**src/hdl/word_category_bigram_histogram_macros.svh**
```systemverilog
// ----------------------------------------------------------------------------
// word_category_bigram_histogram_macros.svh
// Assertion macros for the word category bigram histogram.
// ----------------------------------------------------------------------------
`ifndef WORD_CATEGORY_BIGRAM_HISTOGRAM_MACROS_SVH
`define WORD_CATEGORY_BIGRAM_HISTOGRAM_MACROS_SVH
`ifndef SYNTHESIS
// a implies b in the same cycle
`define WCBH_ASSERT_IMPLY(label, clk, rst, a, b, msg) \
   label: assert property (@(posedge clk) disable iff (rst) (a) |-> (b)) else $error(msg);
// a implies b in the next cycle
`define WCBH_ASSERT_NEXT(label, clk, rst, a, b, msg) \
   label: assert property (@(posedge clk) disable iff (rst) (a) |=> (b)) else $error(msg);
`else
`define WCBH_ASSERT_IMPLY(label, clk, rst, a, b, msg)
`define WCBH_ASSERT_NEXT(label, clk, rst, a, b, msg)
`endif
`endif

```
**src/hdl/wcbh_pkg.sv**
```systemverilog
// ----------------------------------------------------------------------------
// wcbh_pkg
// Shared types and constants of the word category bigram histogram.
// ----------------------------------------------------------------------------
package wcbh_pkg;

   localparam int WORDS_DEFAULT      = 4096;
   localparam int CATEGORIES_DEFAULT = 16;
   localparam int COUNT_BITS_DEFAULT = 24;

   localparam int WORD_W     = 12;
   localparam int CATEGORY_W = 4;
   localparam int RATIO_W    = 17;
   localparam int FIELD_W    = 24;
   localparam int FRAC_BITS  = 16;

   typedef enum logic [1:0] {
      FUNC_LOAD  = 2'd0,
      FUNC_FEED  = 2'd1,
      FUNC_READ  = 2'd2,
      FUNC_CLEAR = 2'd3
   } func_type;

   typedef enum logic [2:0] {
      ST_SWEEP,
      ST_IDLE,
      ST_FETCH,
      ST_DIVIDE,
      ST_RESULT
   } back_state_type;

   typedef struct packed {
      logic [1:0]            func;
      logic [WORD_W-1:0]     word;
      logic [CATEGORY_W-1:0] category;
   } req_type;

   typedef struct packed {
      logic [RATIO_W-1:0] ratio;
      logic               no_occurrence;
      logic [FIELD_W-1:0] pair_count;
      logic [FIELD_W-1:0] word_count;
   } rsp_type;

   // classified command passed from front to back
   typedef struct packed {
      func_type              op;
      logic [WORD_W-1:0]     word;
      logic [CATEGORY_W-1:0] category;
      logic                  word_ok;
      logic                  cat_ok;
   } cmd_type;

   typedef struct packed {
      logic init_busy;
   } back_status_type;

endpackage

```
**src/hdl/wcbh_queue.sv**
```systemverilog
// ----------------------------------------------------------------------------
// wcbh_queue
// Two-entry command queue between front and back.
// ----------------------------------------------------------------------------
module wcbh_queue (
   input  logic              clock,
   input  logic              reset,
   input  logic              push,
   input  wcbh_pkg::cmd_type push_cmd,
   output logic              push_ready,
   input  logic              pop,
   output logic              head_valid,
   output wcbh_pkg::cmd_type head_cmd
);
   import wcbh_pkg::*;

   cmd_type    entry_ff [2];
   logic       wr_ptr_ff, wr_ptr_in;
   logic       rd_ptr_ff, rd_ptr_in;
   logic [1:0] count_ff, count_in;
   logic       do_push, do_pop;

   assign push_ready = (count_ff != 2'd2);
   assign head_valid = (count_ff != 2'd0);
   assign head_cmd   = entry_ff[rd_ptr_ff];
   assign do_push    = push && push_ready;
   assign do_pop     = pop && head_valid;

   always_comb begin
      wr_ptr_in = do_push ? ~wr_ptr_ff : wr_ptr_ff;
      rd_ptr_in = do_pop ? ~rd_ptr_ff : rd_ptr_ff;
      count_in  = count_ff + 2'(do_push) - 2'(do_pop);
   end

   always_ff @(posedge clock) begin
      if (reset) begin
         wr_ptr_ff <= 1'b0;
         rd_ptr_ff <= 1'b0;
         count_ff  <= 2'd0;
      end else begin
         wr_ptr_ff <= wr_ptr_in;
         rd_ptr_ff <= rd_ptr_in;
         count_ff  <= count_in;
      end
   end

   always_ff @(posedge clock) begin
      if (do_push) begin
         entry_ff[wr_ptr_ff] <= push_cmd;
      end
   end

endmodule

```
**config.mk**
```make
export PLATFORM = sky130hd
export DESIGN_NAME = wcbh_queue
export DESIGN_NICKNAME = d
export VERILOG_FILES = /design/src/hdl/word_category_bigram_histogram_macros.svh /design/src/hdl/wcbh_pkg.sv /design/src/hdl/wcbh_queue.sv
export SDC_FILE = /design/constraint.sdc
export NUM_CORES = 1
export LEC_CHECK = 0
export ABC_AREA = 1
export ABC_CLOCK_PERIOD_IN_PS = 5300
export BUFFER_PORTS_ARGS = -buffer_cell sky130_fd_sc_hd__buf_2
export CAP_MARGIN = 20
export CORE_UTILIZATION = 55
export CTS_CLUSTER_SIZE = 10
export DETAILED_ROUTE_END_ITERATION = 8
export GPL_TIMING_DRIVEN = 0
export PLACE_DENSITY = 0.83
export SYNTH_ARGS = -nofsm -noshare
export SYNTH_HDL_FRONTEND = slang
export SYNTH_SLANG_ARGS = --single-unit
```
**constraint.sdc**
```tcl
create_clock -name clock -period 5.3 [get_ports clock]
set_input_delay 0.265 -clock clock [delete_from_list [all_inputs] [get_ports clock]]
set_output_delay 0.265 -clock clock [all_outputs]
set_load 0.1 [all_outputs]
```
## Yosys cells after proc, flatten, opt, wreduce, memory -nomap -nowiden

Memory sizes are Yosys's and may differ from the RTL's. A register that Yosys moved wholly into a read port is not among the register bits.
Index checks and enable logic that the tools add are counted.

- Eq/ne operators: 1
- Mux-type cells: 4
- Bitwise gates (word level): 2
- Add/subtract/negate cells: 2
- Reduce and logical (&&, ||, !) cells: 3

Operators by type and width:

| kind | count |
|---|---|
| $mux W1 | 4 |
| $add A2 B1 Y2 | 1 |
| $logic_and A1 B1 Y1 | 2 |
| $ne A2 B2 Y1 const B | 1 |
| $not A1 Y1 | 2 |
| $reduce_bool A2 Y1 | 1 |
| $sub A2 B1 Y2 | 1 |

- Memory bits (writable): 40
- Register bits after elaboration: 4
- Output and inout bits: 22
- Memories kept: 1

Memory list:

| name | words | width | read ports | clocked after memory_dff | wr ports | RTL line | source |
|---|---|---|---|---|---|---|---|
| entry_ff | 2 | 20 | 1 | 1 | 1 | wcbh_queue.sv:17 | `cmd_type entry_ff [2];` |

## Depth between registers and ports, before layout

- Depth in word-level cells: 4
- Gate-level depth with buffers: 11
- Depth with buffers taken out: 11

## Worst setup path after synthesis

No wires, ideal clock.

- Path type: register -> register
- From: reg count_ff[0]
- To: mem entry_ff[0][0] (netlist name) (enable)
- Path buffers: 0
- Arrival time: 2144 ps
- Clock period less this slack: 2540 ps
- Path slack: 2760 ps
- Stages on the path, launching flop included: 5
- Library setup time: 397 ps
- Path through: dfxtp_1 > inv_1 > nand2_1 > nand2_1 > nor2_1

- Longest elaborated chain between the ends: 4

Ends and longest elaborated chain:

| what | RTL line | source |
|---|---|---|
| from (decl) | wcbh_queue.sv:20 | `logic [1:0] count_ff, count_in;` |
| from (signal assigned) | wcbh_queue.sv:43 | `count_ff <= count_in;` |
| $ne A2 B2 Y1 | wcbh_queue.sv:23 | `assign push_ready = (count_ff != 2'd2);` |
| net push_ready | wcbh_queue.sv:10 | `output logic push_ready,` |
| $logic_and A1 B1 Y1 | wcbh_queue.sv:26 | `assign do_push = push && push_ready;` |
| $mux W1 | wcbh_queue.sv:48 | `if (do_push) begin` |
| $mux W1 (implied by the code) | wcbh_queue.sv:49 | `entry_ff[wr_ptr_ff] <= push_cmd;` |
| to (decl) | wcbh_queue.sv:17 |  |

The timed path passes the listed nets, and every way through them passes these cells.

==> out/results.txt <==
The clock tree synthesis step divided the H-tree into 2 levels. The total count of hold-check failures in the final report is 0, and the global-route usage over all layers is 18.5%. Clock tree synthesis selected as its root buffer the cell sky130_fd_sc_hd__clkbuf_4.

Counting every net in the synthesized netlist gives 125. Traced cell by cell, the critical path runs through buf_6, mux2_4, buf_2. Total of warnings raised by yosys: 0.

The number of gates resized after CTS was 0. For this block, the initial DRC count from the detailed router was 17. Cells fill 69.6% of the core in the end. During placement, the flow inserted port buffers numbering 45.

Type of the worst setup path: register to primary output. The top achievable clock speed is 557 MHz, and the synthesized instance count is 99. In this run the count of I/O pins placed on the die edge is 46. The worst-path maximum fanout is 10, and the number of antenna-violating nets in the routed design is 0. Once the clock tree was built, the setup fixing pass inserted 0 buffers.

The highest layer used for signal routing was met4. The DRC violation count after routing is 0, and the worst slack after detailed placement is 3620 ps. The tools report the clock latency of the later-clocked register in the worst-skew pair as 350 ps. The summed instance area of the synthesized netlist is 1770 sq um, and the number of maximum-capacitance violations is 0. The met3 wirelength from detailed routing was 139 microns; the post-route minimum period was 1800 ps. The logs give 0 ps for the total negative setup slack and 946 for the total via count after detailed routing. Measured against its own limit, the worst slew margin works out to 46.4%. In the layout the commonest cells are sky130_fd_sc_hd__buf_2 (45), sky130_fd_sc_hd__edfxtp_1 (40), sky130_fd_sc_hd__mux2_4 (20). STA puts the critical path data required time at 5040 ps. The path class of the tightest hold or removal check is input pin to register. Number of distinct library cells after synthesis: 10.

The ratio of final minimum period to clock period was 33.9%; the number of global-route vias before repair was 1003. After clock tree synthesis, the flow added hold-fix buffers numbering 0. The run gives 57.9% as the effective utilization at floorplan. The final weighted congestion in routability-driven placement is 0.651, and the mean number of vias per cell is 4.80. For the pin with the worst max-slew slack, the measured transition is 803 ps. The setup check on the worst reg-to-reg path leaves a slack of 3640 ps.

The detailed-routed wire length on met2 came out at 1590 microns. The wire-length estimate of the detail-placed layout is 2000 microns. The final routed wirelength across all metal layers was 2810 microns; the clock-pin slew reported for the worst setup and hold paths after clock tree synthesis was 110 ps. In this run the vertical extent of the chip is 58.7 microns.

In the final routed layout, each cell accounts on average for 14.2 microns. Clock tree synthesis inserted a total of 5 buffers. The run finished with clean final reports.

The tools report the die area as 3450 sq um. After floorplanning, the core was divided into 20 placement rows. The average size of a mapped cell is 17.9 sq um. The run gives 45 as the sink count of the clock tree. At the end of the flow, the number of nets in the layout was 178. Leaving out fill and tap cells, the most frequent cell in the layout is sky130_fd_sc_hd__buf_2. The longest clock path from root to sink contains 2 buffers. The first global-routing pass estimated 4260 microns of wire.

The signed area change from the synthesized netlist to the final layout was 20.2%. The tools report the length of the first detailed-routing pass in iterations as 3. Setup violations remaining at the end of the flow were counted as 0. Counting flops and latches in the post-synthesis netlist gives 45. Entering global routing, the biggest net connects 21 pins.

The run gives 2120 sq um as the final standard cell area without fillers. For the cell area after placement, the log shows 2070 sq um. Setup repair after global routing left no endpoint under its margin.

TritonCTS built the clock tree. The logs give 1530 ps for the data arrival at the endpoint of the critical path and 3500 ps for the worst setup slack after layout. The worst setup path is captured at a primary output.

STA classifies the critical path startpoint as a register. On the worst path, the slowest cell contributes a delay of 390 ps. The number of inserted diodes was 0. For the placeable core region, the log shows 3050 sq um. The floorplan die width is 58.7 microns. The slowest stage of the critical path belongs to the cell sky130_fd_sc_hd__dfxtp_1. Sequential cells were found to cover 73.6% of the synthesized design area. The detailed router put a total of 994 microns of wire on met1. The maximum clock skew at final layout was 6.56 ps. The number of antenna violations at the first check in global routing came out at 0.

The final max-slew violation count was 0. Fraction of layout cells with a size suffix above 1: 49.0%. Total grt overflow: 0.
## through the flow
step                      std cells  hold WS [ps]
after detailed placement        189           446
after floorplan                  99           336
after global routing            197          37.6
after global placement          188           436
after CTS                       197          53.8
final                           197          71.7
## kinds of logic (layout without fill, tap and decap cells)
family                     count (synthesis)  after routing  share of synthesized area (%)
DFF                                       45             45                           73.6
and+or+nand+nor                           20             20                           4.46
muxes                                     20             20                           17.0
adders and majority gates                  2              2                           1.42
AOI/OAI and AO/OA                          2              2                          0.566
buffers and inverters                     10             64                           2.97
## worst paths after layout
check | from | endpoint | depth (start not counted)
setup / recovery | register | head_cmd[17] | 3
hold reg to reg | wr_ptr_ff | wr_ptr_ff | 2
hold / removal | reset | count_ff[0] | 2
setup reg to reg | count_ff[0] | entry_ff[1][15] | 4
## critical path, delay by kind of cell (launching register included)
kind                   cells  cell delay, ps
buffers and inverters      2             480
DFF                        1             390
muxes                      1             310
## sequential cells by signal, indices dropped and copies added, names as in the netlist, named ones only
signal	count
wr_ptr_ff	1
rd_ptr_ff	1
entry_ff	40
count_ff	2
## cells in the mapped netlist
master / n / share of area [%]
sky130_fd_sc_hd__dfxtp_1: 5 / 5.7
sky130_fd_sc_hd__nand3_1: 3 / 0.85
sky130_fd_sc_hd__buf_6: 2 / 1.3
sky130_fd_sc_hd__a21oi_1: 2 / 0.57
sky130_fd_sc_hd__nor2_1: 9 / 1.9
sky130_fd_sc_hd__edfxtp_1: 40 / 68
sky130_fd_sc_hd__inv_1: 8 / 1.7
sky130_fd_sc_hd__nand2_1: 8 / 1.7
sky130_fd_sc_hd__mux2_4: 20 / 17
sky130_fd_sc_hd__ha_1: 2 / 1.4
## final cells by class
type | instances | area, sq um
Multi-Input combinational cell | 44 | 417
Timing Repair Buffer | 46 | 240
Tap cell | 44 | 55.1
Buffer | 2 | 22.5
Inverter | 8 | 30.0
Fill cell | 226 | 928
Sequential cell | 45 | 1300
Clock buffer | 8 | 58.8
## per-layer routing
layer	track usage [%]	vias to the layer above
met1	16.0	444
met2	34.5	28
li1	-	467
met3	7.47	7
met5	0	-
met4	12.2	0
Power is not shown: default switching activity piles up to over one toggle a cycle in this logic, so the estimate is an artifact.
